==> src/design/descending_table_binary_search_macros.svh <==
// assertion macros for the descending table binary search block
// no dependencies; included by the top level
`ifndef DESCENDING_TABLE_BINARY_SEARCH_MACROS_SVH
`define DESCENDING_TABLE_BINARY_SEARCH_MACROS_SVH

`ifndef SYNTHESIS
`define DTBS_ASSERT_SAME(label, clk, rst_n, cond, expr) \
    label: assert property (@(posedge clk) disable iff (!(rst_n)) (cond) |-> (expr)) \
        else $error("dtbs check failed");
`define DTBS_ASSERT_NEXT(label, clk, rst_n, cond, expr) \
    label: assert property (@(posedge clk) disable iff (!(rst_n)) (cond) |=> (expr)) \
        else $error("dtbs check failed");
`else
`define DTBS_ASSERT_SAME(label, clk, rst_n, cond, expr)
`define DTBS_ASSERT_NEXT(label, clk, rst_n, cond, expr)
`endif

`endif

==> src/design/dtbs_pkg.sv <==
// shared types and constants of the descending table binary search block
// no dependencies
package dtbs_pkg;

    localparam int TABLE_DEPTH   = 1024;
    localparam int IDX_W         = $clog2(TABLE_DEPTH);
    localparam int PTR_W         = $clog2(TABLE_DEPTH + 1);
    localparam int KEY_W         = 16;
    localparam int ENTRY_INDEX_W = 10;
    localparam int COUNT_W       = 11;
    localparam int PROBE_W       = 4;

    typedef logic signed [KEY_W-1:0] t_key;

    localparam logic OP_WRITE  = 1'b0;
    localparam logic OP_SEARCH = 1'b1;

    typedef struct packed {
        logic             we;
        logic [IDX_W-1:0] addr;
        t_key             wdata;
    } t_mem_req;

    typedef struct packed {
        logic                     valid;
        logic                     found;
        logic [ENTRY_INDEX_W-1:0] index;
        logic [PROBE_W-1:0]       probes;
    } t_result;

endpackage

==> src/design/dtbs_search_seq.sv <==
// binary search sequencer: midpoint, compare and bound update over the key table
// depends on dtbs_pkg
module dtbs_search_seq (
    input  logic                        i_clk,
    input  logic                        i_rst_n,
    input  logic                        i_start,
    input  dtbs_pkg::t_key              i_search_key,
    input  logic [dtbs_pkg::PTR_W-1:0]  i_entry_count,
    input  dtbs_pkg::t_key              i_rd_data,
    output logic [dtbs_pkg::IDX_W-1:0]  o_rd_addr,
    output logic                        o_busy,
    output dtbs_pkg::t_result           o_result
);
    import dtbs_pkg::*;

    typedef enum logic [1:0] {
        S_IDLE,
        S_PROBE,
        S_CMP
    } t_state;

    t_state             r_state;
    logic [PTR_W-1:0]   r_lo;
    logic [PTR_W-1:0]   r_hi_excl;
    logic [IDX_W-1:0]   r_mid;
    logic [PROBE_W-1:0] r_probes;
    t_key               r_key;
    t_result            r_result;
    logic [PTR_W:0]     n_sum;
    logic [IDX_W-1:0]   n_mid;
    logic [PROBE_W-1:0] n_probes;

    assign n_sum    = {1'b0, r_lo} + {1'b0, r_hi_excl} - (PTR_W+1)'(1);
    assign n_mid    = IDX_W'(n_sum >> 1);
    assign n_probes = (r_probes == {PROBE_W{1'b1}}) ? r_probes : r_probes + PROBE_W'(1);

    always_ff @(posedge i_clk) begin
        if (!i_rst_n) begin
            r_state        <= S_IDLE;
            r_result.valid <= 1'b0;
        end else begin
            r_result.valid <= 1'b0;
            unique case (r_state)
                S_IDLE: begin
                    if (i_start) begin
                        r_lo      <= '0;
                        r_hi_excl <= i_entry_count;
                        r_probes  <= '0;
                        r_key     <= i_search_key;
                        r_state   <= S_PROBE;
                    end
                end
                S_PROBE: begin
                    if (r_lo < r_hi_excl) begin
                        r_mid   <= n_mid;
                        r_state <= S_CMP;
                    end else begin
                        r_result.valid  <= 1'b1;
                        r_result.found  <= 1'b0;
                        r_result.index  <= '0;
                        r_result.probes <= r_probes;
                        r_state         <= S_IDLE;
                    end
                end
                S_CMP: begin
                    r_probes <= n_probes;
                    if (r_key == i_rd_data) begin
                        r_result.valid  <= 1'b1;
                        r_result.found  <= 1'b1;
                        r_result.index  <= ENTRY_INDEX_W'(r_mid);
                        r_result.probes <= n_probes;
                        r_state         <= S_IDLE;
                    end else begin
                        if (r_key > i_rd_data) begin
                            r_hi_excl <= PTR_W'(r_mid);
                        end else begin
                            r_lo <= PTR_W'(r_mid) + PTR_W'(1);
                        end
                        r_state <= S_PROBE;
                    end
                end
                default: begin
                    r_state <= S_IDLE;
                end
            endcase
        end
    end

    assign o_rd_addr = n_mid;
    assign o_busy    = (r_state != S_IDLE);
    assign o_result  = r_result;

endmodule

==> config.mk <==
export PLATFORM = sky130hd
export DESIGN_NAME = dtbs_search_seq
export DESIGN_NICKNAME = d
export VERILOG_FILES = /design/src/design/descending_table_binary_search_macros.svh /design/src/design/dtbs_pkg.sv /design/src/design/dtbs_search_seq.sv
export SDC_FILE = /design/constraint.sdc
export NUM_CORES = 1
export LEC_CHECK = 0
export BUFFER_PORTS_ARGS = -buffer_cell sky130_fd_sc_hd__clkbuf_2
export CORE_MARGIN = 2
export CORE_UTILIZATION = 41
export DETAILED_ROUTE_END_ITERATION = 8
export PLACE_DENSITY = 0.7
export SLEW_MARGIN = 30
export SYNTH_ARGS = -nofsm -noshare
export SYNTH_HDL_FRONTEND = slang
export SYNTH_SLANG_ARGS = --single-unit
==> constraint.sdc <==
create_clock -name i_clk -period 3.25 [get_ports i_clk]
set_input_delay 0.4875 -clock i_clk [delete_from_list [all_inputs] [get_ports i_clk]]
set_output_delay 0.4875 -clock i_clk [all_outputs]
set_load 0.02 [all_outputs]
After elaboration in Yosys (flattened, before gate mapping). Index checks and enable logic that the tools add are counted.

Bits in registers: 70. Output and inout bits: 27. Logic and storage cells: 54.

Add/sub/neg operators: 4. Magnitude comparators: 2. Eq/ne operators: 10. Multiplexer cells: 18. Reduce and logical (&&, ||, !) cells: 10.

Operators with widths (number): 11-bit 2-to-1 mux (6); 11-bit case mux with 2 select lines (2); 16-bit 2-to-1 mux (2); 16-bit case mux with 2 select lines (1); 16-bit == test (1); 16-bit > comparator (1); 2-bit inequality test (second input constant) (6); 10-bit by 1-bit adder with 11-bit output (second input constant) (1); 11-bit adder (1); 11-bit < comparator (1); 11-bit by 1-bit subtractor with 11-bit output (second input constant) (1); 5-bit AND reduction (2); 3-bit AND reduction (3); 4-bit 2-to-1 mux (2); 4-bit case mux with 2 select lines (1); 2-bit case mux with 3 select lines (1); 2-bit nonzero test (3); 4-bit by 1-bit adder with 4-bit output (second input constant) (1); 4-bit == test (second input constant) (1); 2-bit 2-to-1 mux (2); 4-bit AND reduction (1); 2-bit by 1-bit == test with 1-bit output (second input constant) (1); 2-bit == test (second input constant) (1); 2-bit zero test (1); 1-bit 2-to-1 mux (1).

Depth between registers and ports, before layout. Gate-level depths: netlist of the first run.

Depth in word-level cells: 4. Mapped depth: 12.

Least setup slack after synthesis of the first run. No wires, ideal clock.

Path kind: reg-to-output. Start point: register r_lo[2]. End point: output o_rd_addr[9] in the netlist's numbering. Data arrival time: 2.380 ns. Path slack: 0.382 ns. Cell stages (with the launch flop): 11. Path buffers: 0. Path through: edfxtp_1 inv_1 ha_1 inv_1 ha_1 a21oi_1 nor2b_1 o31a_1 or4_4 a2111o_1 o211ai_2.

Cells in the longest elaborated chain, start to end: 2.

Ends and longest elaborated chain: start, declared (line dtbs_search_seq.sv:23) `logic [PTR_W-1:0] r_lo;`; start signal, assigned (line dtbs_search_seq.sv:77) `r_lo <= PTR_W'(r_mid) + PTR_W'(1);`; 11-bit adder (line dtbs_search_seq.sv:33) `assign n_sum = {1'b0, r_lo} + {1'b0, r_hi_excl} - (PTR_W+1)'(1);`; 11-bit by 1-bit subtractor with 11-bit output (line dtbs_search_seq.sv:33); end, declared (line dtbs_search_seq.sv:10) `output logic [dtbs_pkg::IDX_W-1:0] o_rd_addr,`.

Every way passes these cells.

Worst setup path after layout of the first run.
Start point: register r_lo[3]. End point: output o_rd_addr[9] in the netlist's numbering.

Same word-level chain as after synthesis.

==> qor.csv, run 1 <==
stage,metric,value,unit
timing,fin_crit,3430,ps
timing,tns,-190,ps
critical_path,reg2reg_slack,670,ps
final_layout,multiInputGateArea,1890,sq um
drt,drtPass1Iterations,5,
critical_path,worstPathCellList,inv_1 > ha_1 > inv_2 > ha_4 > nor2b_1 > o31a_1 > or4_4 > a2111o_1 > o211ai_2 > clkbuf_8,
critical_path,cp-startpoint,r_lo[3],
floorplanning,die_y,104,microns
drt,via_count,3090,
final_layout,seqCellArea,2070,sq um
yosys,synth_warnings,0,
floorplanning,floorplan.initialDensity,42.1,%
clock_tree,clkSinkCount,70,
timing,skew,7.52,ps
global_route,antenna_found_initial,0,
status,status,finished with violations,
critical_path,cp.arrival,2940,ps
power_and_ir_drop,clkPwrFrac,26.0,%
run,drv_cap,0,
power_and_ir_drop,p_sw_share,30.2,%
critical_path,ff2ff_path_depth,9,
hold_path,hold_path_end,r_key[13],
critical_path,cp_max_fo,3,
global_route,grt_pass1_wl,14500,microns
clock_tree,clock_latency,350,ps
power_and_ir_drop,p_switching,711,uW
critical_path,start_kind,flop,
final_layout,final_cell_mix,"clkbuf_2, edfxtp_1, inv_1",
drt,ant_nets,0,
place,place_area,4660,sq um
yosys,yosysSeqAreaShare,50.4,%
hold_path,whs_path_depth,1,
floorplanning,die_x,104,microns
clock_tree,clk_pin_slew,70,ps
clock_tree,cts_root_buf,clkbuf_8,
yosys,yosysUniqueCellTypes,43,
critical_path,path_delay_family,compound AO/OA/AOI/OAI gates,
global_route,grt_pass1_vias,3044,
critical_path,path_class,flop to primary output,
power_and_ir_drop,p_leak,0.00223,uW
floorplanning,rows,36,
timing,finalHoldViolations,0,
power_and_ir_drop,p_per_area,464,nW/um^2
critical_path,slowest_stage,or4_4,
timing,maxSlewViolCount,0,
timing,clock.fmax,292,MHz
place,io_buffers,72,
final_layout,drive_above_1_share,30.0,%
drt,drtIter0Drc,143,
timing,fin_crit_sh,106,%
drt,via_per_inst,5.07,
yosys,avgSynthCellArea,11.1,sq um
clock_tree,clock_path_buffers,2,
hold_path,hold_path_class,primary input to flop,
timing,worst_slack,-179,ps
power_and_ir_drop,p_int,1640,uW
critical_path,worstSetupEndpointType,primary output,
drt,drt_wl_total,9300,microns
yosys,synthCells,371,
yosys,ys_ff_latch,70,
clock_tree,cts_made_buffers,9,
timing,setup_viol,2,
global_route,overflow,0,
yosys,syn_area,4110,sq um
critical_path,r2r_end,r_mid[9],
timing,worst_slew_pin_slew,734,ps
hold_path,hp-start,i_search_key[13],
timing,relSlewSlack,51.1,%
final_layout,diodes,0,
yosys,synthesis.nets,468,
status,violations,negative setup slack,
clock_tree,holdBufCountCts,0,
final_layout,nFillCells,850,
place,dp_hpwl,6550,microns
floorplanning,fp.dieArea,10800,sq um
drt,wl_per_cell,15.3,microns
final_layout,area.growth.synth_to_final,23.5,%
floorplanning,core_area,9770,sq um
final_layout,fin_area,5080,sq um
place,gp_congestion,0.775,
drt,route.detailed.drc,0,
critical_path,required,2760,ps
global_route,grt_util_all_layers,17.1,%
clock_tree,cts_tree,built,
final_layout,fin_nets,568,
global_route,grt_max_degree,23,
timing,rsz0062_at_grt,yes,
critical_path,cp.buffers_inverters,3,
final_layout,postLayoutCoreUtil,51.9,%
power_and_ir_drop,ir_drop,0.000172,V
power_and_ir_drop,combPwrFrac,27.4,%
power_and_ir_drop,power_frac_seq,46.6,%
floorplanning,io_pins,73,
critical_path,crit_path_max_incr_delay,430,ps
critical_path,timing.rr.start,r_lo[3],
clock_tree,htreeDepth,3,
-- power groups by stage --
stage	Combinational [uW]	Clock (uW)	Sequential, uW
2_1_floorplan	347	0	1120
3_3_place_gp	514	0	1110
3_5_place_dp	528	0	1120
4_1_cts	587	626	1100
5_1_grt	708	664	1100
6_report	646	613	1100
-- stage by stage --
stage | instances | setup WS (ps) | power, uW | hold slack [ps]
2_1_floorplan | 371 | 382 | 1470 | 522
3_3_place_gp | 577 | 140 | 1630 | 547
3_5_place_dp | 577 | 105 | 1640 | 570
4_1_cts | 601 | -148 | 2310 | 297
5_1_grt | 609 | -243 | 2470 | 300
6_report | 609 | -179 | 2360 | 308
-- sequential cells by signal, indices dropped and copies added, names as in the netlist --
register	cells
r_probes	4
r_state	2
o_result	16
r_lo	11
r_hi_excl	11
r_key	16
r_mid	10
-- layer usage --
layer / track usage, % / wire length (microns)
met1: 21.5 / 3890
met4: 7.53 / 250
met5: 0 / 0
met3: 2.94 / 497
met2: 28.9 / 4660
-- what timing repair did --
action                     CTS  global route
resized for setup           24            17
setup endpoints to repair    4             5
pin swaps                    7             9
buffers inserted             8             8
-- cell type report --
class,count,share of cell area (%)
inverter,67,5.05
multi-input combinational,231,37.2
timing repair buffer,92,10.4
clock inverter,1,0.148
clock buffer,15,3.08
tap,133,3.28
sequential,70,40.8
-- synth_stat cells, drive strengths merged --
library cell  instances  share of area, %
xor2                  6               1.3
o211ai                5               1.0
edfxtp               67                49
buf                   1             0.091
nor3b                 2              0.37
a21o                  3              0.55
nor2b                 8               1.2
o22ai                 3              0.46
clkbuf                2              0.18
mux2i                 2              0.49
mux2                  9               2.5
a211oi                5              0.91
a32o                  1              0.24
nand2b                5              0.76
a31oi                 1              0.15
o21ai                17               2.1
nor2                 20               2.0
nand2                16               1.5
o21a                  2              0.37
xnor2                 6               1.3
nand4                 5              0.76
fa                    1              0.49
a2111o                1              0.27
and3                  5              0.76
dfxtp                 3               1.5
nand3                 9               1.1
ha                   50                15
o31ai                 2              0.37
nor3                  6              0.73
inv                  67               6.1
or3                   4              0.61
and2                 11               1.7
o31a                  1              0.21
a21oi                18               2.2
o2111ai               1              0.21
or2                   2              0.30
or4                   1              0.27
nand3b                1              0.18
a21boi                1              0.18
nor4                  1              0.52
-- cell families (layout without fill, tap and decap cells) --
kind of cell / Yosys count / in the layout / share of synthesized area (%)
compound gates: 61 / 61 / 9.22
xor+xnor: 12 / 12 / 2.56
fa+ha+maj: 51 / 51 / 15.7
buf+inv: 70 / 175 / 6.39
flops: 70 / 70 / 50.4
mux: 11 / 11 / 2.95
simple gates: 96 / 96 / 12.8
-- worst max-delay path by stage --
stage	end	slack [ps]	depth (start not counted)
6_report	o_rd_addr[9]	-180	10
4_1_cts	o_rd_addr[9]	-150	10
3_5_place_dp	o_rd_addr[9]	100	11
2_1_floorplan	o_rd_addr[9]	380	10
5_1_grt	o_rd_addr[9]	-240	10
3_3_place_gp	o_rd_addr[9]	140	11
Power figures use the tool's default switching activity.
==> inputs of run 2 (changes only) <==
--- a/config.mk
+++ b/config.mk
@@ -7,9 +7,10 @@
 export LEC_CHECK = 0
 export BUFFER_PORTS_ARGS = -buffer_cell sky130_fd_sc_hd__clkbuf_2
 export CORE_MARGIN = 2
-export CORE_UTILIZATION = 41
+export CORE_UTILIZATION = 40
 export DETAILED_ROUTE_END_ITERATION = 8
-export PLACE_DENSITY = 0.7
+export PLACE_DENSITY = 0.68
+export SETUP_SLACK_MARGIN = 0.3
 export SLEW_MARGIN = 30
 export SYNTH_ARGS = -nofsm -noshare
 export SYNTH_HDL_FRONTEND = slang
==> run 2 against run 1 <==
Worst setup slack better by 1.3 ps. Worst hold slack worse by 8.8 ps. Sequential cell count unchanged. First-iteration DRC count down 2.1%. Die area up 2.4%. Register-to-register slack worse by 20 ps. Fmax hardly changed. Combinational power rose by 10%. Total power up 9.0%. The run still ends with negative setup slack left.
==> qor.csv, run 2 (same netlist as run 1, synthesis figures left out) <==
stage,metric,value,unit
power_and_ir_drop,p_per_area,492,nW/um^2
power_and_ir_drop,p_switching,749,uW
floorplanning,io_pins,73,
floorplanning,floorplan.initialDensity,40.6,%
power_and_ir_drop,p_sw_share,29.2,%
clock_tree,clock_path_buffers,2,
critical_path,required,2760,ps
clock_tree,holdBufCountCts,0,
global_route,grt_pass1_vias,3221,
critical_path,start_kind,flop,
global_route,overflow,0,
critical_path,path_class,flop to primary output,
drt,via_count,3042,
floorplanning,die_x,105,microns
global_route,grt_util_all_layers,17.6,%
critical_path,cp.arrival,2940,ps
critical_path,worstSetupEndpointType,primary output,
drt,drtIter0Drc,140,
global_route,antenna_found_initial,0,
global_route,grt_pass1_wl,15000,microns
critical_path,reg2reg_slack,650,ps
final_layout,area.growth.synth_to_final,27.1,%
final_layout,fin_area,5220,sq um
timing,relSlewSlack,53.0,%
hold_path,whs_path_depth,1,
timing,fin_crit_sh,105,%
timing,worst_slew_pin_slew,705,ps
clock_tree,cts_made_buffers,9,
status,violations,negative setup slack,
power_and_ir_drop,combPwrFrac,27.7,%
power_and_ir_drop,power_frac_seq,42.7,%
power_and_ir_drop,p_leak,0.00230,uW
final_layout,diodes,0,
clock_tree,htreeDepth,3,
final_layout,fin_nets,571,
drt,wl_per_cell,15.2,microns
final_layout,postLayoutCoreUtil,51.5,%
place,place_area,4670,sq um
timing,skew,8.71,ps
timing,clock.fmax,292,MHz
drt,route.detailed.drc,0,
power_and_ir_drop,total_power,2570,uW
place,io_buffers,72,
timing,worst_slack,-178,ps
timing,finalHoldViolations,0,
critical_path,ff2ff_path_depth,12,
final_layout,nFillCells,876,
drt,via_per_inst,4.95,
hold_path,hold_path_class,primary input to flop,
clock_tree,clkSinkCount,70,
final_layout,layout_commonest_cell,edfxtp_1,
timing,rsz0062_at_grt,yes,
timing,fin_crit,3430,ps
final_layout,drive_above_1_share,30.9,%
timing,maxSlewViolCount,0,
run,drv_cap,0,
place,gp_congestion,0.789,
critical_path,cp_max_fo,2,
clock_tree,clk_pin_slew,70,ps
drt,drt_wl_total,9350,microns
global_route,grt_max_degree,23,
place,dp_hpwl,6640,microns
clock_tree,clock_latency,360,ps
place,dp.cells,581,
critical_path,timing.rr.start,r_lo[2],
floorplanning,rows,37,
power_and_ir_drop,p_int,1820,uW
floorplanning,fp.dieArea,11100,sq um
clock_tree,cts_root_buf,clkbuf_8,
final_layout,stdcell_count,615,
final_layout,final_cell_mix,"edfxtp_1, clkbuf_2, inv_1",
floorplanning,die_y,105,microns
hold_path,hp-start,i_search_key[15],
drt,drtPass1Iterations,5,
timing,setup_viol,3,
power_and_ir_drop,ir_drop,0.000194,V
hold_path,hold_path_end,r_key[15],
floorplanning,core_area,10100,sq um
critical_path,r2r_end,r_mid[9],
drt,ant_nets,0,
clock_tree,cts_tree,built,
status,status,finished with violations,
power_and_ir_drop,clkPwrFrac,29.6,%
run 2: changes by cell type in the layout (fill, tap and decap cells not counted), sizes merged:
| cell | change |
|---|---|
| clkinv | +1 |
| buf | +3 |
| bufinv | +2 |
| clkbuf | -3 |
run 2: worst max path at each step:
stage | to | slack, ps | start
2_1_floorplan | o_rd_addr[9] | 380 | r_lo[2]
3_3_place_gp | o_rd_addr[9] | 120 | r_lo[2]
5_1_grt | o_rd_addr[9] | -260 | r_lo[4]
4_1_cts | o_rd_addr[9] | -170 | r_lo[2]
3_5_place_dp | o_rd_addr[9] | 70 | r_lo[2]
6_report | o_rd_addr[9] | -180 | r_lo[2]
run 2: routing by layer:
metal  part of all wire [%]  global-route usage [%]  wire length, microns
met1                     42                    19.9                  3900
met2                     51                    31.1                  4810
met3                    4.6                    4.14                   432
met4                    2.2                    8.57                   209
met5                      0                       0                     0
run 2: final cells by class:
| class | instances | area (sq um) | area share (%) |
|---|---|---|---|
| inverter | 67 | 256 | 4.91 |
| sequential | 70 | 2070 | 39.7 |
| clock buffer | 12 | 135 | 2.59 |
| timing repair buffer | 95 | 589 | 11.3 |
| multi-input combinational | 231 | 1930 | 36.9 |
| clock inverter | 4 | 71.3 | 1.37 |
| tap | 136 | 170 | 3.26 |
run 2: stage by stage:
step / setup TNS, ps / hold slack [ps] / setup WS (ps)
2_1_floorplan: 0 / 522 / 382
3_3_place_gp: 0 / 549 / 119
3_5_place_dp: 0 / 572 / 74.1
4_1_cts: -285 / 289 / -173
5_1_grt: -729 / 283 / -255
6_report: -296 / 299 / -178
run 2: power groups by stage:
stage	Clock (uW)	Combinational, uW	Sequential, uW
floorplan	0	347	1120
global placement	0	514	1110
finish	761	711	1100
detailed placement	0	532	1120
CTS	769	657	1100
global route	808	774	1100
run 2: critical path, stage by stage (launching register included):
cell	delay, ps
edfxtp_1	420
inv_2	100
ha_4	210
inv_4	60
ha_4	190
a21oi_2	140
nor2b_1	70
o31a_1	300
or4_4	430
a2111o_1	390
o211ai_2	100
clkbuf_8	180
run 2: repair_timing:
| item | 4_1_cts | 5_1_grt |
|---|---|---|
| pin swaps | 14 | 8 |
| setup buffers | 15 | 3 |
| gates resized for setup | 42 | 14 |
| endpoints found under the setup margin | 6 | 5 |
==> inputs of run 3 (changes only) <==
--- a/config.mk
+++ b/config.mk
@@ -7,9 +7,9 @@
 export LEC_CHECK = 0
 export BUFFER_PORTS_ARGS = -buffer_cell sky130_fd_sc_hd__clkbuf_2
 export CORE_MARGIN = 2
-export CORE_UTILIZATION = 40
+export CORE_UTILIZATION = 45
 export DETAILED_ROUTE_END_ITERATION = 8
-export PLACE_DENSITY = 0.68
+export PLACE_DENSITY = 0.74
 export SETUP_SLACK_MARGIN = 0.3
 export SLEW_MARGIN = 30
 export SYNTH_ARGS = -nofsm -noshare
==> constraint.sdc (replaced) <==
create_clock -name i_clk -period 3.25 [get_ports i_clk]
set_input_delay 0.1625 -clock i_clk [delete_from_list [all_inputs] [get_ports i_clk]]
set_output_delay 0.1625 -clock i_clk [all_outputs]
set_load 0.02 [all_outputs]
==> run 3 against run 2 <==
The flow now finishes without violations. Register-to-register slack improved by 80 ps. Worst setup slack better by 430 ps. Clock power shrank 15%. Critical path depth down 1. Largest power group unchanged. Total power fell by 5.7%. Sequential share of layout area about the same. Final area rose by 0.12%. Die area is 11% lower.
==> qor.csv, run 3 (same netlist as run 1, synthesis figures left out) <==
stage,metric,value,unit
status,status,finished clean,
clock_tree,htreeDepth,3,
global_route,grt_pass1_vias,3248,
power_and_ir_drop,clkPwrFrac,26.7,%
drt,route.detailed.drc,0,
global_route,grt_util_all_layers,19.5,%
critical_path,worstSetupEndpointType,primary output,
clock_tree,clk_pin_slew,70,ps
power_and_ir_drop,combPwrFrac,28.0,%
floorplanning,rows,34,
place,io_buffers,72,
timing,relSlewSlack,51.0,%
power_and_ir_drop,p_int,1710,uW
run,drv_cap,0,
final_layout,postLayoutCoreUtil,59.4,%
floorplanning,floorplan.initialDensity,46.7,%
global_route,overflow,0,
critical_path,cp.buffers_inverters,3,
place,dp_hpwl,6660,microns
critical_path,path_depth,10,
drt,ant_nets,0,
clock_tree,clock_latency,340,ps
final_layout,diodes,0,
hold_path,hold_path_class,primary input to flop,
timing,clock.fmax,333,MHz
power_and_ir_drop,p_sw_share,29.5,%
power_and_ir_drop,p_switching,715,uW
clock_tree,cts_made_buffers,9,
timing,fin_crit_sh,92.4,%
critical_path,start_kind,flop,
drt,drtPass1Iterations,4,
final_layout,final_cell_mix,"clkbuf_2, edfxtp_1, inv_1",
final_layout,nFillCells,711,
power_and_ir_drop,p_per_area,463,nW/um^2
timing,worst_slew_pin_slew,735,ps
timing,setup_viol,0,
drt,drt_wl_total,9370,microns
final_layout,fin_nets,581,
floorplanning,die_y,99.6,microns
drt,via_count,3125,
global_route,grt_max_degree,23,
clock_tree,clkSinkCount,70,
critical_path,worstPathCellList,inv_2 > ha_4 > inv_2 > ha_4 > nor2b_2 > o31a_1 > or4_4 > a2111o_1 > o211ai_2 > clkbuf_8,
floorplanning,io_pins,73,
final_layout,fin_area,5230,sq um
drt,drtIter0Drc,140,
hold_path,whs_path_depth,1,
critical_path,ff2ff_path_depth,7,
floorplanning,die_x,99.6,microns
clock_tree,cts_tree,built,
critical_path,path_class,flop to primary output,
place,dp.cells,553,
floorplanning,fp.dieArea,9920,sq um
power_and_ir_drop,ir_drop,0.000273,V
floorplanning,core_area,8810,sq um
timing,skew,13.8,ps
global_route,grt_pass1_wl,15000,microns
drt,via_per_inst,5.23,
timing,worst_slack,247,ps
clock_tree,cts_root_buf,clkbuf_8,
timing,tns,0,ps
timing,maxSlewViolCount,0,
final_layout,area.growth.synth_to_final,27.2,%
timing,finalHoldViolations,0,
global_route,antenna_found_initial,0,
timing,rsz0062_at_grt,yes,
critical_path,cp_max_fo,3,
critical_path,path_delay_family,compound AO/OA/AOI/OAI gates,
clock_tree,clock_path_buffers,2,
critical_path,required,3090,ps
place,place_ws,395,ps
critical_path,slowest_stage,or4_4,
place,gp_congestion,0.895,
final_layout,drive_above_1_share,30.3,%
critical_path,cp.arrival,2840,ps
power_and_ir_drop,power_frac_seq,45.3,%
place,place_area,4630,sq um
drt,wl_per_cell,15.7,microns
power_and_ir_drop,p_leak,0.00231,uW
critical_path,crit_path_max_incr_delay,430,ps
timing,fin_crit,3000,ps
final_layout,stdcell_count,597,
run 3: changes by cell type in the layout (fill, tap and decap cells not counted), sizes merged:
cell	change
buf	-1
bufinv	-2
clkbuf	+2
clkinv	+1
clkinvlp	-1
dlygate4sd3	+11
run 3: power by group through the flow:
stage / Combinational, uW / Clock (uW) / Sequential [uW]
after floorplan: 347 / 0 / 1120
after detailed placement: 531 / 0 / 1120
after global routing: 741 / 690 / 1100
after CTS: 606 / 652 / 1100
final: 678 / 647 / 1100
after global placement: 510 / 0 / 1110
run 3: final cells by class:
cell class,count,area (sq um),share of cell area (%)
clock inverter,2,7.51,0.144
inverter,67,256,4.90
tap,108,135,2.58
sequential,70,2070,39.6
multi-input combinational,231,1910,36.6
timing repair buffer,105,673,12.9
clock buffer,14,173,3.30
run 3: worst reg2reg max path, cell delays in order, from the launching register on:
cell	delay (ps)
edfxtp_1	360
ha_1	320
nor2b_1	140
o211ai_1	160
a21oi_1	110
o22ai_1	270
nor3b_1	250
o21a_1	530
run 3: per-stage QoR:
stage / total power [uW] / hold slack, ps
finish: 2420 / 8.22
global route: 2530 / 2.12
CTS: 2360 / 0.154
detailed placement: 1650 / 342
global placement: 1620 / 340
floorplan: 1470 / 261
run 3: final timing paths:
kind                    start      endpoint  slack, ps
max                   r_lo[3]  o_rd_addr[9]        250
max reg2reg          r_key[1]       r_lo[0]        730
min reg2reg        r_state[1]    r_state[1]        590
min          i_search_key[12]     r_key[12]          8
run 3: metal layers:
| metal | share of wire [%] | track usage [%] | vias up |
|---|---|---|---|
| li1 | - | - | 1520 |
| met1 | 40 | 22.7 | 1488 |
| met2 | 52 | 35.1 | 90 |
| met3 | 4.2 | 2.88 | 27 |
| met4 | 3.8 | 9.17 | 0 |
| met5 | 0 | 0 | - |
run 3: repair_timing:
item,in CTS,in global routing
pin swaps,12,11
buffers inserted,13,4
endpoints found under the setup margin,4,5
hold endpoints to repair,11,0
hold buffers,11,0
gates resized for setup,23,27
